--- config.mk ---
export PLATFORM = sky130hd
export DESIGN_NAME = json_token_validator_unit_flat
export DESIGN_NICKNAME = d
export VERILOG_FILES = /design/src/hw/rtl/jtv_pkg.sv /design/src/hw/rtl/jtv_if.sv /design/src/hw/rtl/json_token_validator_unit.sv /design/src/hw/rtl/jtv_parser.sv /design/src/hw/rtl/jtv_outq.sv /design/src/flat_wrapper.sv
export SDC_FILE = /design/constraint.sdc
export NUM_CORES = 1
export LEC_CHECK = 0
export BUFFER_PORTS_ARGS = -buffer_cell sky130_fd_sc_hd__buf_2
export CORE_MARGIN = 2
export CORE_UTILIZATION = 50
export CTS_CLUSTER_DIAMETER = 100
export CTS_CLUSTER_SIZE = 24
export DETAILED_ROUTE_END_ITERATION = 16
export PLACE_DENSITY = 0.66
export RECOVER_POWER = 50
export SYNTH_ARGS = -nofsm -noshare
export SYNTH_HDL_FRONTEND = slang
export SYNTH_SLANG_ARGS = --single-unit
--- constraint.sdc ---
create_clock -name clk -period 26.3 [get_ports clk]
set_input_delay 1.315 -clock clk [delete_from_list [all_inputs] [get_ports clk]]
set_output_delay 1.315 -clock clk [all_outputs]
set_load 0.1 [all_outputs]
--- src/hw/rtl/jtv_pkg.sv ---
// Package for the JSON token validator: types, codes, constants and helpers.
// No dependencies.
`timescale 1ns / 1ps
package jtv_pkg;
  localparam int NEST_DEPTH_DEF = 32;
  localparam int POS_BITS_DEF = 16;
  localparam int MAX_RES = 3;

  typedef enum logic [4:0] {
    M_VALUE, M_ARR_FIRST, M_OBJ_FIRST, M_KEY, M_COLON, M_AFTER, M_LIT,
    M_SIGN, M_INT, M_ZERO, M_DOT, M_FRAC, M_STR, M_IDLE
  } mode_t;

  localparam logic [3:0] TK_NONE = 4'd0;
  localparam logic [3:0] TK_INT = 4'd4;
  localparam logic [3:0] TK_FRAC = 4'd5;
  localparam logic [3:0] TK_STRING = 4'd6;
  localparam logic [3:0] TK_KEY = 4'd7;
  localparam logic [3:0] TK_ARR_OPEN = 4'd8;
  localparam logic [3:0] TK_ARR_CLOSE = 4'd9;
  localparam logic [3:0] TK_OBJ_OPEN = 4'd10;
  localparam logic [3:0] TK_OBJ_CLOSE = 4'd11;

  localparam logic [3:0] ER_OK = 4'd0;
  localparam logic [3:0] ER_END = 4'd1;
  localparam logic [3:0] ER_START = 4'd2;
  localparam logic [3:0] ER_NULL = 4'd3;
  localparam logic [3:0] ER_BOOL = 4'd4;
  localparam logic [3:0] ER_DIGIT = 4'd5;
  localparam logic [3:0] ER_FRAC = 4'd6;
  localparam logic [3:0] ER_STRING = 4'd7;
  localparam logic [3:0] ER_ARR_SEP = 4'd8;
  localparam logic [3:0] ER_OBJ_QUOTE = 4'd9;
  localparam logic [3:0] ER_OBJ_COLON = 4'd10;
  localparam logic [3:0] ER_OBJ_SEP = 4'd11;
  localparam logic [3:0] ER_DEPTH = 4'd12;

  localparam logic [7:0] CH_SPACE = 8'h20;
  localparam logic [7:0] CH_CR = 8'h0D;
  localparam logic [7:0] CH_LF = 8'h0A;
  localparam logic [7:0] CH_TAB = 8'h09;
  localparam logic [7:0] CH_QUOTE = 8'h22;
  localparam logic [7:0] CH_COMMA = 8'h2C;
  localparam logic [7:0] CH_MINUS = 8'h2D;
  localparam logic [7:0] CH_DOT = 8'h2E;
  localparam logic [7:0] CH_ZERO = 8'h30;
  localparam logic [7:0] CH_NINE = 8'h39;
  localparam logic [7:0] CH_COLON = 8'h3A;
  localparam logic [7:0] CH_LBRACK = 8'h5B;
  localparam logic [7:0] CH_BSLASH = 8'h5C;
  localparam logic [7:0] CH_RBRACK = 8'h5D;
  localparam logic [7:0] CH_LC_F = 8'h66;
  localparam logic [7:0] CH_LC_N = 8'h6E;
  localparam logic [7:0] CH_LC_T = 8'h74;
  localparam logic [7:0] CH_LC_U = 8'h75;
  localparam logic [7:0] CH_LBRACE = 8'h7B;
  localparam logic [7:0] CH_RBRACE = 8'h7D;

  typedef struct packed {
    logic [3:0] token_kind;
    logic [3:0] error_code;
    logic signed [31:0] int_value;
    logic [15:0] span_start;
    logic [15:0] span_length;
    logic document_done;
  } res_t;

  function automatic res_t mk_res(logic [3:0] kind, logic [3:0] err, logic [31:0] val,
                                  logic [15:0] start, logic [15:0] len, logic done);
    res_t r;
    r.token_kind = kind;
    r.error_code = err;
    r.int_value = val;
    r.span_start = start;
    r.span_length = len;
    r.document_done = done;
    return r;
  endfunction

  // Literal texts: null, true, false.
  function automatic logic [7:0] lit_char(logic [1:0] idx, logic [2:0] prog);
    logic [7:0] ch;
    ch = 8'h00;
    case (idx)
      2'd1: begin
        case (prog)
          3'd0: ch = "t";
          3'd1: ch = "r";
          3'd2: ch = "u";
          3'd3: ch = "e";
          default: ch = 8'h00;
        endcase
      end
      2'd2: begin
        case (prog)
          3'd0: ch = "f";
          3'd1: ch = "a";
          3'd2: ch = "l";
          3'd3: ch = "s";
          3'd4: ch = "e";
          default: ch = 8'h00;
        endcase
      end
      default: begin
        case (prog)
          3'd0: ch = "n";
          3'd1: ch = "u";
          3'd2: ch = "l";
          3'd3: ch = "l";
          default: ch = 8'h00;
        endcase
      end
    endcase
    return ch;
  endfunction

  function automatic logic [2:0] lit_len(logic [1:0] idx);
    return (idx == 2'd2) ? 3'd5 : 3'd4;
  endfunction

  function automatic logic [3:0] lit_err(logic [1:0] idx);
    return (idx == 2'd0) ? ER_NULL : ER_BOOL;
  endfunction
endpackage

--- src/hw/rtl/jtv_if.sv ---
// Channel interfaces of the JSON token validator: byte input and result output.
// No dependencies.
`timescale 1ns / 1ps
interface jtv_in_if;
  logic valid;
  logic ready;
  logic [7:0] char_byte;
  logic end_of_input;
  modport source (output valid, char_byte, end_of_input, input ready);
  modport sink (input valid, char_byte, end_of_input, output ready);
endinterface

interface jtv_out_if;
  logic valid;
  logic ready;
  logic [3:0] token_kind;
  logic [3:0] error_code;
  logic signed [31:0] int_value;
  logic [15:0] span_start;
  logic [15:0] span_length;
  logic document_done;
  logic last_of_run;
  modport source (output valid, token_kind, error_code, int_value, span_start, span_length,
                  document_done, last_of_run, input ready);
  modport sink (input valid, token_kind, error_code, int_value, span_start, span_length,
                document_done, last_of_run, output ready);
endinterface

--- src/hw/rtl/json_token_validator_unit.sv ---
// Top level of the JSON token validator: byte channel in, token event channel out.
// Depends on jtv_pkg, jtv_if, jtv_parser and jtv_outq.
//
// The in_ch channel carries one document byte per item with an end flag. The out_ch
// channel carries token and error events; each byte gives zero to three results, and
// last_of_run marks the final result of a byte.
// The results of a byte appear in the cycle after it is accepted.
// Throughput: one byte per cycle while each byte gives at most one result and out_ch.ready
// stays high; a byte with more results holds in_ch until the single result register bank drains.
// The next byte is taken in the cycle its predecessor's final result is taken.
// When the receiver stalls, results hold and in_ch.ready falls once the bank is full.
// Reset empties the result bank and returns the parser to expecting a top-level value
// at offset zero; the container stack needs no clearing. The byte that carries the end
// flag also returns all parser state to its reset value.
`timescale 1ns / 1ps
module json_token_validator_unit import jtv_pkg::*; #(
  parameter int NEST_DEPTH = NEST_DEPTH_DEF,
  parameter int POSITION_BITS = POS_BITS_DEF
) (
  input logic clk,
  input logic rst_n,
  jtv_in_if.sink in_ch,
  jtv_out_if.source out_ch
);
  res_t res [MAX_RES];
  res_t out_res;
  logic [1:0] res_cnt;
  logic accept;

  assign accept = in_ch.valid && in_ch.ready;

  jtv_parser #(.NEST_DEPTH(NEST_DEPTH), .POSITION_BITS(POSITION_BITS)) u_parser (
    .clk(clk), .rst_n(rst_n), .accept(accept), .char_byte(in_ch.char_byte),
    .end_of_input(in_ch.end_of_input), .res(res), .res_cnt(res_cnt)
  );

  jtv_outq u_outq (
    .clk(clk), .rst_n(rst_n), .in_valid(in_ch.valid), .in_ready(in_ch.ready),
    .res(res), .res_cnt(res_cnt), .out_valid(out_ch.valid), .out_ready(out_ch.ready),
    .out_res(out_res), .out_last(out_ch.last_of_run)
  );

  assign out_ch.token_kind = out_res.token_kind;
  assign out_ch.error_code = out_res.error_code;
  assign out_ch.int_value = out_res.int_value;
  assign out_ch.span_start = out_res.span_start;
  assign out_ch.span_length = out_res.span_length;
  assign out_ch.document_done = out_res.document_done;
endmodule

--- src/hw/rtl/jtv_parser.sv ---
// Parser state registers and the per-byte next-state and result logic.
// Depends on jtv_pkg.
`timescale 1ns / 1ps
module jtv_parser import jtv_pkg::*; #(
  parameter int NEST_DEPTH = NEST_DEPTH_DEF,
  parameter int POSITION_BITS = POS_BITS_DEF
) (
  input  logic       clk,
  input  logic       rst_n,
  input  logic       accept,
  input  logic [7:0] char_byte,
  input  logic       end_of_input,
  output res_t       res [MAX_RES],
  output logic [1:0] res_cnt
);
  localparam int LW = $clog2(NEST_DEPTH + 1);
  localparam int IW = (NEST_DEPTH > 1) ? $clog2(NEST_DEPTH) : 1;
  localparam int PB = POSITION_BITS;

  mode_t mode_r, mode_nxt;
  logic [2:0] prog_r, prog_nxt;
  logic [NEST_DEPTH-1:0] kinds_r;
  logic [LW-1:0] lvl_r, lvl_nxt;
  logic [1:0] exp_r, exp_nxt;
  logic [PB-1:0] pos_r, pos_nxt;
  logic [PB-1:0] beg_r, beg_nxt;
  logic [31:0] acc_r, acc_nxt;
  logic minus_r, minus_nxt;
  logic [2:0] esc_r, esc_nxt;
  logic fof_r, fof_nxt;
  logic kwr_en;
  logic [IW-1:0] kwr_idx;
  logic kwr_val;

  logic [PB-1:0] pos, endpos, num_len;
  logic [LW-1:0] lvl_m1;
  logic [1:0] lidx;
  logic [35:0] acc_wide;
  logic [31:0] num_val;
  logic isdig, blank, do_wait, is_obj, do_close, close_obj, do_str, str_key, do_open, open_obj;
  logic num_end, do_fail;
  logic [3:0] fail_code;

  always_comb begin
    pos = pos_r;
    endpos = pos_r + PB'(1);
    mode_nxt = mode_r;
    prog_nxt = prog_r;
    lvl_nxt = lvl_r;
    exp_nxt = exp_r;
    pos_nxt = endpos;
    beg_nxt = beg_r;
    acc_nxt = acc_r;
    minus_nxt = minus_r;
    esc_nxt = esc_r;
    fof_nxt = fof_r;
    kwr_en = 1'b0;
    kwr_idx = lvl_r[IW-1:0];
    kwr_val = 1'b0;
    res_cnt = 2'd0;
    for (int i = 0; i < MAX_RES; i++) begin
      res[i] = mk_res(TK_NONE, ER_OK, 32'd0, 16'd0, 16'd0, 1'b0);
    end
    isdig = (char_byte >= CH_ZERO) && (char_byte <= CH_NINE);
    blank = (char_byte == CH_SPACE) || (char_byte == CH_CR) || (char_byte == CH_LF) ||
            (char_byte == CH_TAB);
    do_wait = 1'b0;
    num_end = 1'b0;
    do_fail = 1'b0;
    fail_code = ER_OK;
    lidx = (exp_r < 2'd3) ? exp_r : 2'd0;
    acc_wide = {4'd0, acc_r} * 36'd10 + 36'(char_byte - CH_ZERO);
    is_obj = 1'b0;
    do_close = 1'b0;
    close_obj = 1'b0;
    do_str = 1'b0;
    str_key = 1'b0;
    do_open = 1'b0;
    open_obj = 1'b0;
    lvl_m1 = '0;
    num_val = 32'd0;
    num_len = '0;

    if (!fof_r) begin
      case (mode_r)
        M_LIT: begin
          if (prog_r < lit_len(lidx) && char_byte == lit_char(lidx, prog_r)) begin
            prog_nxt = prog_r + 3'd1;
            if (prog_nxt == lit_len(lidx)) begin
              res[res_cnt] = mk_res(4'(lidx) + 4'd1, ER_OK, 32'd0, 16'(beg_r),
                                    16'(lit_len(lidx)), lvl_r == '0);
              res_cnt = res_cnt + 2'd1;
              if (lvl_r == '0) begin
                fof_nxt = 1'b1;
                mode_nxt = M_IDLE;
              end else begin
                mode_nxt = M_AFTER;
              end
            end
          end else begin
            do_fail = 1'b1;
            fail_code = lit_err(lidx);
          end
        end
        M_SIGN: begin
          if (char_byte == CH_ZERO) begin
            mode_nxt = M_ZERO;
          end else if (isdig) begin
            acc_nxt = 32'(char_byte - CH_ZERO);
            mode_nxt = M_INT;
          end else begin
            do_fail = 1'b1;
            fail_code = ER_DIGIT;
          end
        end
        M_INT, M_ZERO: begin
          if (mode_r == M_INT && isdig) begin
            acc_nxt = (acc_wide > 36'h080000000) ? 32'h80000000 : acc_wide[31:0];
          end else if (char_byte == CH_DOT) begin
            mode_nxt = M_DOT;
          end else begin
            num_end = 1'b1;
            do_wait = 1'b1;
          end
        end
        M_DOT: begin
          if (isdig) begin
            mode_nxt = M_FRAC;
          end else begin
            do_fail = 1'b1;
            fail_code = ER_FRAC;
          end
        end
        M_FRAC: begin
          if (!isdig) begin
            num_end = 1'b1;
            do_wait = 1'b1;
          end
        end
        M_STR: begin
          if (esc_r == 3'd5) begin
            esc_nxt = (char_byte == CH_LC_U) ? 3'd4 : 3'd0;
          end else if (esc_r != 3'd0) begin
            esc_nxt = esc_r - 3'd1;
          end else if (char_byte == CH_BSLASH) begin
            esc_nxt = 3'd5;
          end else if (char_byte == CH_QUOTE) begin
            if (exp_r == 2'd1) begin
              res[res_cnt] = mk_res(TK_KEY, ER_OK, 32'd0, 16'(beg_r), 16'(pos - beg_r), 1'b0);
              res_cnt = res_cnt + 2'd1;
              mode_nxt = M_COLON;
            end else begin
              res[res_cnt] = mk_res(TK_STRING, ER_OK, 32'd0, 16'(beg_r), 16'(pos - beg_r),
                                    lvl_r == '0);
              res_cnt = res_cnt + 2'd1;
              if (lvl_r == '0) begin
                fof_nxt = 1'b1;
                mode_nxt = M_IDLE;
              end else begin
                mode_nxt = M_AFTER;
              end
            end
          end
        end
        M_IDLE: begin
        end
        default: begin
          do_wait = 1'b1;
        end
      endcase
    end

    if (num_end) begin
      num_val = minus_r ? (32'd0 - acc_r) : ((acc_r > 32'h7FFFFFFF) ? 32'h7FFFFFFF : acc_r);
      num_len = pos - beg_r;
      res[res_cnt] = mk_res((mode_r == M_FRAC) ? TK_FRAC : TK_INT, ER_OK,
                            (mode_r == M_FRAC) ? 32'd0 : num_val, 16'(beg_r), 16'(num_len),
                            lvl_r == '0);
      res_cnt = res_cnt + 2'd1;
      if (lvl_r == '0) begin
        fof_nxt = 1'b1;
        mode_nxt = M_IDLE;
      end else begin
        mode_nxt = M_AFTER;
      end
    end

    if (do_wait && !fof_nxt && !blank) begin
      case (mode_nxt)
        M_VALUE: begin
          do_open = 1'b1;
        end
        M_ARR_FIRST: begin
          if (char_byte == CH_RBRACK) begin
            do_close = 1'b1;
          end else begin
            do_open = 1'b1;
          end
        end
        M_OBJ_FIRST, M_KEY: begin
          if (mode_nxt == M_OBJ_FIRST && char_byte == CH_RBRACE) begin
            do_close = 1'b1;
            close_obj = 1'b1;
          end else if (char_byte == CH_QUOTE) begin
            do_str = 1'b1;
            str_key = 1'b1;
          end else begin
            do_fail = 1'b1;
            fail_code = ER_OBJ_QUOTE;
          end
        end
        M_COLON: begin
          if (char_byte == CH_COLON) begin
            mode_nxt = M_VALUE;
          end else begin
            do_fail = 1'b1;
            fail_code = ER_OBJ_COLON;
          end
        end
        M_AFTER: begin
          lvl_m1 = lvl_r - LW'(1);
          is_obj = (lvl_r != '0) ? kinds_r[lvl_m1[IW-1:0]] : 1'b0;
          if (char_byte == (is_obj ? CH_RBRACE : CH_RBRACK)) begin
            do_close = 1'b1;
            close_obj = is_obj;
          end else if (char_byte == CH_COMMA) begin
            mode_nxt = is_obj ? M_KEY : M_VALUE;
          end else begin
            do_fail = 1'b1;
            fail_code = is_obj ? ER_OBJ_SEP : ER_ARR_SEP;
          end
        end
        default: begin
        end
      endcase
    end

    // Start of a value: literal, number, string or container opener, else an ER_START error.
    if (do_open) begin
      beg_nxt = pos;
      acc_nxt = 32'd0;
      minus_nxt = 1'b0;
      do_open = 1'b0;
      if (char_byte == CH_LC_N || char_byte == CH_LC_T || char_byte == CH_LC_F) begin
        mode_nxt = M_LIT;
        exp_nxt = (char_byte == CH_LC_N) ? 2'd0 : (char_byte == CH_LC_T) ? 2'd1 : 2'd2;
        prog_nxt = 3'd1;
      end else if (char_byte == CH_MINUS) begin
        minus_nxt = 1'b1;
        mode_nxt = M_SIGN;
      end else if (char_byte == CH_ZERO) begin
        mode_nxt = M_ZERO;
      end else if (isdig) begin
        acc_nxt = 32'(char_byte - CH_ZERO);
        mode_nxt = M_INT;
      end else if (char_byte == CH_QUOTE) begin
        do_str = 1'b1;
      end else if (char_byte == CH_LBRACK || char_byte == CH_LBRACE) begin
        do_open = 1'b1;
        open_obj = (char_byte == CH_LBRACE);
      end else begin
        do_fail = 1'b1;
        fail_code = ER_START;
      end
    end

    if (do_open) begin
      if (lvl_r >= LW'(NEST_DEPTH)) begin
        do_fail = 1'b1;
        fail_code = ER_DEPTH;
      end else begin
        kwr_en = 1'b1;
        kwr_val = open_obj;
        lvl_nxt = lvl_r + LW'(1);
        res[res_cnt] = mk_res(open_obj ? TK_OBJ_OPEN : TK_ARR_OPEN, ER_OK, 32'd0, 16'(pos),
                              16'd1, 1'b0);
        res_cnt = res_cnt + 2'd1;
        mode_nxt = open_obj ? M_OBJ_FIRST : M_ARR_FIRST;
      end
    end

    if (do_close) begin
      if (lvl_r != '0) begin
        lvl_nxt = lvl_r - LW'(1);
      end
      res[res_cnt] = mk_res(close_obj ? TK_OBJ_CLOSE : TK_ARR_CLOSE, ER_OK, 32'd0, 16'(pos),
                            16'd1, lvl_nxt == '0);
      res_cnt = res_cnt + 2'd1;
      if (lvl_nxt == '0) begin
        fof_nxt = 1'b1;
        mode_nxt = M_IDLE;
      end else begin
        mode_nxt = M_AFTER;
      end
    end

    if (do_str) begin
      mode_nxt = M_STR;
      exp_nxt = {1'b0, str_key};
      beg_nxt = endpos;
      esc_nxt = 3'd0;
    end

    if (do_fail) begin
      res[res_cnt] = mk_res(TK_NONE, fail_code, 32'd0, 16'(pos), 16'd0, 1'b0);
      res_cnt = res_cnt + 2'd1;
      fof_nxt = 1'b1;
      mode_nxt = M_IDLE;
    end

    if (end_of_input) begin
      if (!fof_nxt) begin
        do_fail = 1'b1;
        fail_code = ER_END;
        lidx = (exp_nxt < 2'd3) ? exp_nxt : 2'd0;
        case (mode_nxt)
          M_INT, M_ZERO, M_FRAC: begin
            num_val = minus_nxt ? (32'd0 - acc_nxt) :
                      ((acc_nxt > 32'h7FFFFFFF) ? 32'h7FFFFFFF : acc_nxt);
            res[res_cnt] = mk_res((mode_nxt == M_FRAC) ? TK_FRAC : TK_INT, ER_OK,
                                  (mode_nxt == M_FRAC) ? 32'd0 : num_val, 16'(beg_nxt),
                                  16'(endpos - beg_nxt), lvl_nxt == '0);
            res_cnt = res_cnt + 2'd1;
            do_fail = (lvl_nxt != '0);
          end
          M_SIGN: fail_code = ER_DIGIT;
          M_DOT: fail_code = ER_FRAC;
          M_LIT: fail_code = lit_err(lidx);
          M_STR: fail_code = ER_STRING;
          default: fail_code = ER_END;
        endcase
        if (do_fail) begin
          res[res_cnt] = mk_res(TK_NONE, fail_code, 32'd0, 16'(endpos), 16'd0, 1'b0);
          res_cnt = res_cnt + 2'd1;
        end
      end
      mode_nxt = M_VALUE;
      prog_nxt = 3'd0;
      lvl_nxt = '0;
      exp_nxt = 2'd0;
      pos_nxt = '0;
      beg_nxt = '0;
      acc_nxt = 32'd0;
      minus_nxt = 1'b0;
      esc_nxt = 3'd0;
      fof_nxt = 1'b0;
    end
  end

  always_ff @(posedge clk) begin
    if (!rst_n) begin
      mode_r <= M_VALUE;
      prog_r <= 3'd0;
      lvl_r <= '0;
      exp_r <= 2'd0;
      pos_r <= '0;
      beg_r <= '0;
      acc_r <= 32'd0;
      minus_r <= 1'b0;
      esc_r <= 3'd0;
      fof_r <= 1'b0;
    end else if (accept) begin
      mode_r <= mode_nxt;
      prog_r <= prog_nxt;
      lvl_r <= lvl_nxt;
      exp_r <= exp_nxt;
      pos_r <= pos_nxt;
      beg_r <= beg_nxt;
      acc_r <= acc_nxt;
      minus_r <= minus_nxt;
      esc_r <= esc_nxt;
      fof_r <= fof_nxt;
    end
  end

  always_ff @(posedge clk) begin
    if (accept && kwr_en) begin
      kinds_r[kwr_idx] <= kwr_val;
    end
  end
endmodule

--- src/hw/rtl/jtv_outq.sv ---
// Result register bank: holds the results of one byte and hands them out in order.
// Depends on jtv_pkg.
`timescale 1ns / 1ps
module jtv_outq import jtv_pkg::*; (
  input  logic       clk,
  input  logic       rst_n,
  input  logic       in_valid,
  output logic       in_ready,
  input  res_t       res [MAX_RES],
  input  logic [1:0] res_cnt,
  output logic       out_valid,
  input  logic       out_ready,
  output res_t       out_res,
  output logic       out_last
);
  res_t slot_r [MAX_RES];
  logic [1:0] cnt_r, idx_r;
  logic [1:0] left;
  logic pop, push;

  assign left = cnt_r - idx_r;
  assign out_valid = (left != 2'd0);
  assign pop = out_valid && out_ready;
  assign in_ready = (left == 2'd0) || ((left == 2'd1) && out_ready);
  assign push = in_valid && in_ready;
  assign out_res = slot_r[idx_r];
  assign out_last = (left == 2'd1);

  always_ff @(posedge clk) begin
    if (!rst_n) begin
      cnt_r <= 2'd0;
      idx_r <= 2'd0;
    end else if (push) begin
      cnt_r <= res_cnt;
      idx_r <= 2'd0;
    end else if (pop) begin
      idx_r <= idx_r + 2'd1;
    end
  end

  always_ff @(posedge clk) begin
    if (push) begin
      slot_r <= res;
    end
  end
endmodule

--- src/flat_wrapper.sv ---
// flat-port wrapper written by rule: the top's interface ports become plain ports
module json_token_validator_unit_flat import jtv_pkg::*;
#(
  parameter int NEST_DEPTH = NEST_DEPTH_DEF,
  parameter int POSITION_BITS = POS_BITS_DEF
)
  (clk, rst_n, in_ch_valid, in_ch_char_byte, in_ch_end_of_input, in_ch_ready, out_ch_valid, out_ch_token_kind, out_ch_error_code, out_ch_int_value, out_ch_span_start, out_ch_span_length, out_ch_document_done, out_ch_last_of_run, out_ch_ready);
  jtv_in_if in_ch_i ();
  jtv_out_if out_ch_i ();
  input logic clk;
  input logic rst_n;
  input wire logic [$bits(in_ch_i.valid)-1:0] in_ch_valid;
  input wire logic [$bits(in_ch_i.char_byte)-1:0] in_ch_char_byte;
  input wire logic [$bits(in_ch_i.end_of_input)-1:0] in_ch_end_of_input;
  output wire logic [$bits(in_ch_i.ready)-1:0] in_ch_ready;
  output wire logic [$bits(out_ch_i.valid)-1:0] out_ch_valid;
  output wire logic [$bits(out_ch_i.token_kind)-1:0] out_ch_token_kind;
  output wire logic [$bits(out_ch_i.error_code)-1:0] out_ch_error_code;
  output wire logic [$bits(out_ch_i.int_value)-1:0] out_ch_int_value;
  output wire logic [$bits(out_ch_i.span_start)-1:0] out_ch_span_start;
  output wire logic [$bits(out_ch_i.span_length)-1:0] out_ch_span_length;
  output wire logic [$bits(out_ch_i.document_done)-1:0] out_ch_document_done;
  output wire logic [$bits(out_ch_i.last_of_run)-1:0] out_ch_last_of_run;
  input wire logic [$bits(out_ch_i.ready)-1:0] out_ch_ready;
  assign in_ch_i.valid = in_ch_valid;
  assign in_ch_i.char_byte = in_ch_char_byte;
  assign in_ch_i.end_of_input = in_ch_end_of_input;
  assign in_ch_ready = in_ch_i.ready;
  assign out_ch_valid = out_ch_i.valid;
  assign out_ch_token_kind = out_ch_i.token_kind;
  assign out_ch_error_code = out_ch_i.error_code;
  assign out_ch_int_value = out_ch_i.int_value;
  assign out_ch_span_start = out_ch_i.span_start;
  assign out_ch_span_length = out_ch_i.span_length;
  assign out_ch_document_done = out_ch_i.document_done;
  assign out_ch_last_of_run = out_ch_i.last_of_run;
  assign out_ch_i.ready = out_ch_ready;
  json_token_validator_unit #(.NEST_DEPTH(NEST_DEPTH), .POSITION_BITS(POSITION_BITS)) u_core (.clk(clk), .rst_n(rst_n), .in_ch(in_ch_i), .out_ch(out_ch_i));
endmodule
Yosys cells after proc, flatten, opt, wreduce, memory -nomap -nowiden
Cells that the tools add are included.
{"block": "word_totals", "word_cells": 465, "ff_bits": 340, "output_inout_bits": 76, "inputBits": 13}
{"block": "classes", "n_mux": 280, "bitwise": 8, "reduce_logical": 47, "mul": 1, "eq_ne": 52, "order_cmp": 25, "n_addsub": 21}
{"op": "$mux W219", "n": 11}
{"op": "$bwmux W219", "n": 6}
{"op": "$demux W73 S2", "n": 6}
{"op": "$mux W73", "n": 8}
{"op": "$mux W32", "n": 17}
{"op": "$mux W72", "n": 7}
{"op": "$bmux W73 S2", "n": 1}
{"op": "$pmux W72 S2", "n": 1}
{"op": "$mux W5", "n": 28}
{"op": "$mux W1", "n": 94}
{"op": "$mux W4", "n": 20}
{"op": "$eq A8 B7 Y1 const B", "n": 9}
{"op": "$mux W70", "n": 1}
{"op": "$gt A32 B31 Y1 const B", "n": 2}
{"op": "$mux W16", "n": 4}
{"op": "$pmux W32 S2", "n": 1}
{"op": "$sub A1 B32 Y32 const A", "n": 2}
{"op": "$mux W3", "n": 21}
{"op": "$eq A8 B6 Y1 const B", "n": 7}
{"op": "$eq A5 B4 Y1 const B", "n": 11}
{"op": "$mux W2", "n": 24}
{"op": "$mux W6", "n": 7}
{"op": "$add A36 B36 Y36", "n": 1}
{"op": "$gt A36 B32 Y1 const B", "n": 1}
{"op": "other kinds (65)", "n": 144}

Depth between registers and ports, before layout
Gate-level depths: netlist of the first run.
{"block": "depth", "ltp_word": 41, "mapped_depth": 43, "mapped_depth_nobuf": 41}

Hierarchy
From an unflattened synthesis of the first run, not the netlist that was laid out.
{"block": "hier_totals", "hier_cells": 3282, "hier_area_um2": 27745.4}
{"module": "jtv_parser", "cells_each": 2782, "n_inst": 1, "area_per_inst_um2": 19382.3, "seq_area_each_um2": 2662.6}
{"module": "jtv_outq", "cells_each": 499, "n_inst": 1, "area_per_inst_um2": 8356.8, "seq_area_each_um2": 6656.4}
{"module": "json_token_validator_unit", "cells_each": 1, "n_inst": 1, "area_per_inst_um2": 6.3, "seq_area_each_um2": 0.0}

Worst setup path after synthesis of the first run
Ideal clock, no wire load.
{"block": "synth_path", "path_kind": "input -> register", "startpoint": "in out_ch_ready", "endpoint": "reg u_core.u_parser.pos_r[12], in the netlist u_core.u_parser.pos[12]", "arrival_ns": 9.678, "setup_ns": 0.126, "stages": 7, "slack_ns": 16.496, "required_ns": 26.174, "n_path_buf": 1, "cell_sequence": "o21a_1 -> nand2_1 -> inv_1 -> clkbuf_1 -> o21ai_0 -> a22oi_1 -> nor2b_1"}
{"block": "synth_between", "elab_chain_cells": 3}
{"item": "start, declared", "line_no": "flat_wrapper.sv:24", "source": "input wire logic [$bits(out_ch_i.ready)-1:0] out_ch_ready;"}
{"item": "$logic_and A1 B1 Y1", "line_no": "jtv_outq.sv:24", "source": "assign in_ready = (left == 2'd0) || ((left == 2'd1) && out_ready);"}
{"item": "$logic_or A1 B1 Y1", "line_no": "jtv_outq.sv:24"}
{"item": "$logic_and A1 B1 Y1", "line_no": "json_token_validator_unit.sv:30", "source": "assign accept = in_ch.valid && in_ch.ready;"}
{"item": "via u_core.accept", "line_no": "json_token_validator_unit.sv:28", "source": "logic accept;"}
{"item": "end signal, assigned", "line_no": "jtv_parser.sv:367", "source": "pos_r <= pos_nxt;"}
{"item": "end, declared", "line_no": "jtv_parser.sv:25", "source": "logic [PB-1:0] pos_r, pos_nxt;"}
The timed path passes the listed nets, and every way through them passes these cells.
A chain may end at the register's enable or synchronous reset.

Worst setup path after layout of the first run
{"block": "layout_path", "startpoint": "reg u_core.u_outq.idx_r[0]", "endpoint": "reg u_core.u_parser.esc_r[0]"}
{"block": "layout_between", "elab_chain_cells": 6, "elab_cells_between_ends": 7, "classes_between": "1 x add/sub; 1 x eq/ne; 5 x reduce/logical"}
{"item": "start, declared", "line_no": "jtv_outq.sv:17", "source": "logic [1:0] cnt_r, idx_r;"}
{"item": "start signal, assigned", "line_no": "jtv_outq.sv:37", "source": "idx_r <= idx_r + 2'd1;"}
{"item": "$sub A2 B2 Y2 *", "line_no": "jtv_outq.sv:21", "source": "assign left = cnt_r - idx_r;"}
{"item": "$eq A2 B1 Y1", "line_no": "jtv_outq.sv:24"}
{"item": "$logic_and A1 B1 Y1", "line_no": "jtv_outq.sv:24"}
{"item": "$logic_or A1 B1 Y1 *", "line_no": "jtv_outq.sv:24"}
{"item": "$logic_and A1 B1 Y1 *", "line_no": "json_token_validator_unit.sv:30"}
{"item": "$reduce_and A4 Y1 (no line) *"}
{"item": "end signal, assigned", "line_no": "jtv_parser.sv:371", "source": "esc_r <= esc_nxt;"}
{"item": "end, declared", "line_no": "jtv_parser.sv:29", "source": "logic [2:0] esc_r, esc_nxt;"}
Every way passes the cells marked *; elsewhere a longest branch is shown, timed or not.

==> results of run 1 <==
-- flip-flops by register name, summed over array words and instances, names as in the netlist --
register and count:
u_core.u_parser.esc_r 3, u_core.u_outq.slot_r 219, u_core.u_parser.prog_r 3, u_core.u_outq.cnt_r 2, u_core.u_parser.kinds_r 32, u_core.u_outq.idx_r 2
u_core.u_parser.minus_r 1, u_core.u_parser.lvl_r 6, u_core.u_parser.exp_r 2, u_core.u_parser.beg_r 16, u_core.u_parser.pos 16, u_core.u_parser.acc_r 32
u_core.u_parser.mode_r 5, u_core.u_parser.fof_r 1
-- cell families after synthesis --
group / Yosys count
simple gates: 1129
compound gates: 1007
flops: 340
buf+inv: 314
fa+ha+maj: 169
xor+xnor: 132
mux: 110
-- cell usage in the layout (no fill, tap or decap), types with 23 or more instances in the layout --
cell      synthesis  final
xnor2_1          84     84
a31oi_1          33     33
mux2i_1          89     88
inv_1           103    102
clkbuf_1        157     74
xor2_1           47     47
nand2b_1         37     37
nor3_1           80     80
and3_1           32     31
nand4_1          23     23
a21oi_1         216    216
o211ai_1         34     34
nand2_1         310    309
nand3_1         111    111
and2_1           44     37
buf_2            31     31
dfxtp_1          89     88
edfxtp_1        251    251
a22oi_1          24     24
a211oi_1         29     29
nor2_1          303    303
o21ai_0         279    278
or3_1            32     32
nor2b_1          43     42
o21a_1           31     31
ha_1            165    165
o22ai_1          51     51
a21o_1           41     41
buf_4             6     29
-- critical path: stages, from the launching register on --
cell and delay, ps:
dfxtp_1 2680, ha_1 480, xor2_1 190, xnor2_1 170
o21a_1 180, nand2_1 120, clkbuf_1 930, clkinvlp_2 2610
clkbuf_1 5540, nand2_1 980, nor3_1 600, mux2i_1 130
nor2b_1 130
-- Yosys cell counts, drive strengths merged (35+ instances only) --
library cell | number | area [um^2]
a21oi | 222 | 1141
xor2 | 48 | 427.9
edfxtp | 251 | 7537
clkbuf | 158 | 594.3
a21o | 41 | 307.8
and2 | 47 | 294.0
nor2b | 43 | 269.0
a31oi | 35 | 240.2
xnor2 | 84 | 735.7
nand3 | 115 | 595.6
o22ai | 51 | 319.1
o21ai | 297 | 1490
nor3 | 82 | 426.7
mux2i | 89 | 890.9
ha | 165 | 2064
nor2 | 306 | 1161
nand2b | 37 | 231.5
dfxtp | 89 | 1782
inv | 104 | 390.4
o211ai | 36 | 280.3
a211oi | 35 | 292.8
buf | 50 | 294.0
nand2 | 314 | 1194
-- stage by stage --
step | hold slack (ps) | instance area [um^2] | setup WS [ps] | cells
finish | 517.9 | 28580 | 11230 | 3847
global placement | 484.7 | 28160 | 16760 | 3813
detailed placement | 494.5 | 28160 | 16420 | 3813
CTS | 510.3 | 28730 | 16380 | 3846
floorplan | 463.5 | 27400 | 16500 | 3201
global route | 530.0 | 28580 | 10080 | 3847
-- area by class of cell --
cell class,instances,area (um^2)
inverters,106,400.4
clock buffers,29,513.0
well taps,696,870.8
flip-flops and latches,340,9320
repair buffers,124,613.1
clock inverters,4,56.30
fillers,5066,25440
multi-input cells,2547,16810
diodes,1,2.502
-- worst max path at each step --
stage | slack, ps | endpoint | start
floorplan | 16500 | u_core.u_parser.pos[12] | out_ch_ready
global placement | 16760 | u_core.u_outq.slot_r[203] | u_core.u_parser.acc_r[3]
detailed placement | 16420 | u_core.u_outq.slot_r[203] | u_core.u_parser.acc_r[3]
CTS | 16380 | u_core.u_outq.slot_r[203] | u_core.u_parser.acc_r[3]
global route | 10080 | u_core.u_parser.esc_r[1] | u_core.u_outq.idx_r[0]
finish | 11230 | u_core.u_parser.esc_r[0] | u_core.u_outq.idx_r[0]
-- metal layers --
layer  routed length, um  vias to the layer above  share of wire (%)
met5                  12                        -              0.013
met3                9502                      193                 10
met4                3177                        2                3.4
met2               38330                     1337                 42
met1               41290                    12110                 45
li1                    -                    11740                  -
==> flow_summary.yaml, run 1 <==
synth:
  synth_fa_ha_area_share_pct: 7.827
  yosys.area_share.simple_pct: 20.45
  synth_compound_area_share_pct: 24.24
  syn_inst: 3201
  synth_cell_type_count: 125
  avgSynthCellArea_um2: 8.560
  synth_xor_area_share_pct: 4.247
  synthFlopType: "edfxtp_1"
  syn_nets: 3383
  synth_edf_count: 251
  synth_area_um2: 27400
  synthArstFlopShare_pct: 0
  synth-seq-cells: 340
  synth_top_family_by_area: "compound AO/OA/AOI/OAI gates"
  yosysSeqAreaShare_pct: 34.01
  synth_warnings: 0
  synthMuxAreaShare_pct: 4.525
layout:
  final_core_util_pct: 52.91
  final_nets: 3320
  layout-drive-gt1-share_pct: 6.032
  area_growth_pct: 4.324
worst_hold_path:
  hold-path-cell-count: 2
  holdPathEnd: "u_core.u_parser.beg_r[11]"
  min_path_type: "register to register"
  min_from: "u_core.u_parser.beg_r[11]"
placement:
  gp_congestion: 0.9768
  portBuffers: 88
  hpwl_um: 66710
timing:
  setup_viol: 0
  min_period_ps: 15070
  worstMarginPinSlew_ps: 7761
  finalClockSkew_ps: 51.26
  tns_ps: 0
  rsz0062_at_grt: "no"
  drv_slew: 451
  fmax_ghz: 0.06638
  hold_viol: 0
  finalCritPeriodShare_pct: 57.28
  relSlewSlack_pct: -417.4
floorplanning:
  initial_utilization_pct: 50.72
  die_x_um: 238.1
  die_area_um2: 56690
  coreArea_um2: 54030
  row_count: 85
  die_y_um: 238.1
  ioPinCount: 89
worst_setup_path:
  cp_max_fo: 146
  cp-end-kind: "register"
  r2r-end: "u_core.u_parser.esc_r[0]"
  crit_type: "register to register"
  r2r_slack_ps: 11230
  worstRegToRegCells: 12
  required_ps: 26800
  r2r_start: "u_core.u_outq.idx_r[0]"
  worstPathArrival_ps: 15570
  start_kind: "register"
run_status:
  violations: "max-capacitance violations, max-slew violations"
  status: "finished with violations"
global_route:
  grt_overflow: 0
  grtUsageMet2_pct: 46.06
  met3_usage_pct: 6.247
  grtUsageMet1_pct: 46.42
  grt_pass1_wl_um: 139700
  globalRouteTotalUtil_pct: 31.50
  grt_max_degree: 147
  busiest_layer: "met1"
  antenna_found_initial: 2
  grt_pass1_vias: 23330
cts:
  cts_buffer_depth: 3
  insertion_delay_ps: 570
  cts_root_buf: "clkbuf_16"
  cts_buffers: 19
  ctsResizeCount: 0
  cts_hold_buf: 0
  clock_sinks: 340
  path_clk_slew_ps: 110
  htreeDepth: 1
  tritoncts: "done"
  post_cts_buffers: 0
detailed_routing:
  dr.pass1.iters: 6
  post_drt_wl_per_cell_um: 24.00
  ant_nets: 0
  routed_wirelength_um: 92310
  via_per_inst: 6.597
  vias: 25380
  drt_iter0_drc: 3139
  drc: 0
run:
  cap_violations: 8
Power of run 1 is left out: the tool's default activity adds up to more than one toggle a clock period on the data nets, which glitch-free logic cannot reach.
==> run 2, diff against run 1 <==
--- a/config.mk
+++ b/config.mk
@@ -5,6 +5,7 @@
 export SDC_FILE = /design/constraint.sdc
 export NUM_CORES = 1
 export LEC_CHECK = 0
+export ABC_AREA = 1
 export BUFFER_PORTS_ARGS = -buffer_cell sky130_fd_sc_hd__buf_2
 export CORE_MARGIN = 2
 export CORE_UTILIZATION = 50
==> constraint.sdc (replaced) <==
create_clock -name clk -period 14.65 [get_ports clk]
set_input_delay 0.7325 -clock clk [delete_from_list [all_inputs] [get_ports clk]]
set_output_delay 0.7325 -clock clk [all_outputs]
set_load 0.1 [all_outputs]
==> flow_summary.yaml, run 2 <==
synth:
  synth_top_cell_by_area: "edfxtp_1"
  syn_inst: 4379
  synth-seq-cells: 340
  synth.area.top_cells: "edfxtp_1 26%, nand2_1 13%, nand3_1 8.1%, ha_1 7.0%, nor2_1 6.3%"
  yosys.area.top_type_share_pct: 25.51
  synthFlopType: "edfxtp_1"
  synth_most_common_cell: "nand2_1"
  avgSynthCellArea_um2: 6.747
  synth_warnings: 0
  yosysSeqAreaShare_pct: 31.54
  synth_cell_type_count: 68
  synthArstFlopShare_pct: 0
  synth_commonest_cells: "1016 x nand2_1, 497 x nor2_1, 478 x nand3_1, 463 x inv_1, 329 x o21ai_0"
  syn_nets: 4561
  synth_area_um2: 29550
  synth_edf_count: 251
worst_setup_path:
  worstRegToRegCells: 9
  r2r_slack_ps: 3170
  r2r_start: "u_core.u_outq.idx_r[0]"
  cp_max_fo: 82
  cp-end-kind: "register"
  r2r-end: "u_core.u_outq.slot_r[22]"
  worstPathArrival_ps: 11660
  crit_type: "register to register"
  start_kind: "register"
  required_ps: 14840
run_status:
  status: "finished with violations"
  violations: "max-capacitance violations, max-slew violations"
worst_hold_path:
  min_path_type: "primary input to register"
  min_from: "out_ch_ready"
  holdPathEnd: "u_core.u_outq.idx_r[0]"
  hold-path-cell-count: 3
timing:
  worstMarginPinSlew_ps: 4388
  drv_slew: 386
  relSlewSlack_pct: -192.5
  fmax_ghz: 0.08713
  rsz0062_at_grt: "no"
  finalClockSkew_ps: 46.83
  tns_ps: 0
  finalCritPeriodShare_pct: 78.34
  min_period_ps: 11480
  hold_viol: 0
  setup_viol: 0
floorplanning:
  row_count: 89
  initial_utilization_pct: 50.35
  die_x_um: 247.1
  coreArea_um2: 58690
  die_y_um: 247.1
  die_area_um2: 61050
  ioPinCount: 89
layout:
  layout-drive-gt1-share_pct: 4.929
  diodes: 0
  area_growth_pct: 3.896
  top_register: "u_core.u_outq.slot_r"
  final_core_util_pct: 52.31
  stdcell_area_um2: 30700
  final_common_cell: "nand2_1"
  final_nets: 4511
  top_regs: "u_core.u_outq.slot_r (219), u_core.u_parser.acc_r (32), u_core.u_parser.kinds_r (32)"
  num-fill-cells: 5917
  largest_register_ffs: 219
  final_cell_mix: "1016 x nand2_1, 498 x nor2_1, 478 x nand3_1"
run:
  cap_violations: 7
detailed_routing:
  vias: 30080
  dr.pass1.iters: 6
  drc: 0
  post_drt_wl_per_cell_um: 19.58
  ant_nets: 0
  via_per_inst: 5.880
  routed_wirelength_um: 100200
  drt_iter0_drc: 3385
cts:
  path_clk_slew_ps: 100
  htreeDepth: 1
  cts_buffer_depth: 3
  insertion_delay_ps: 570
  cts_hold_buf: 0
  cts_root_buf: "clkbuf_16"
  clock_sinks: 340
  post_cts_buffers: 0
  cts_buffers: 19
  ctsResizeCount: 0
  tritoncts: "done"
global_route:
  grt_overflow: 0
  grt_pass1_vias: 26930
  grt_pass1_wl_um: 154400
  antenna_found_initial: 1
  grt_max_degree: 83
  globalRouteTotalUtil_pct: 31.99
placement:
  dpl-instance-area_um2: 30290
  gp_congestion: 1.004
  hpwl_um: 72550
  portBuffers: 88
-- run 2: logic make-up after synthesis --
family	synth area share (%)
and+or+nand+nor	33.42
AOI/OAI and AO/OA	15.41
buffers and inverters	9.765
DFF	31.54
adders and majority gates	7.258
xor gates and xnor gates	2.600
-- run 2: per-stage QoR --
stage | cells | hold WS, ps | setup slack, ps
2_1_floorplan | 4379 | 434.3 | 7289
3_3_place_gp | 5081 | 493.0 | 6018
3_5_place_dp | 5081 | 488.8 | 5791
4_1_cts | 5115 | 413.7 | 5763
5_1_grt | 5115 | 443.7 | 2782
6_report | 5115 | 445.7 | 3172
-- run 2: layout make-up --
class | instances | area, um^2 | area share, %
multi-input cells | 3331 | 17330 | 56.44
flip-flops and latches | 340 | 9320 | 30.36
inverters | 517 | 1953 | 6.362
well taps | 773 | 967.2 | 3.151
repair buffers | 120 | 559.3 | 1.822
clock buffers | 28 | 509.2 | 1.659
clock inverters | 6 | 62.56 | 0.2038
-- run 2: how the worst max path moves through the flow --
stage                              from                         to  cells after the start
2_1_floorplan  u_core.u_parser.acc_r[1]  u_core.u_outq.slot_r[201]                     48
3_3_place_gp   u_core.u_parser.acc_r[0]  u_core.u_outq.slot_r[201]                     47
3_5_place_dp   u_core.u_parser.acc_r[1]  u_core.u_outq.slot_r[201]                     47
4_1_cts        u_core.u_parser.acc_r[0]  u_core.u_outq.slot_r[201]                     47
5_1_grt          u_core.u_outq.idx_r[0]  u_core.u_outq.slot_r[155]                      9
6_report         u_core.u_outq.idx_r[0]   u_core.u_outq.slot_r[22]                      9
-- run 2: routing by layer --
layer | up-vias | share of wire (%) | wire [um] | GRT usage (%)
met2 | 1526 | 42 | 42210 | 48.07
met1 | 13820 | 46 | 46140 | 48.68
met4 | 2 | 1.9 | 1907 | 6.627
met3 | 130 | 9.9 | 9892 | 4.102
met5 | - | 0.0070 | 7 | 0
li1 | 14600 | - | - | -
-- run 2: critical path, cell delays in order, from the launching register on --
cell	delay, ps
dfxtp_1	320
clkbuf_1	1160
ha_1	470
o21ai_0	980
inv_1	160
nand2_1	100
clkbuf_1	1550
clkinvlp_2	3060
clkbuf_1	2070
buf_4	1020
Power of run 2 is left out for the same reason.
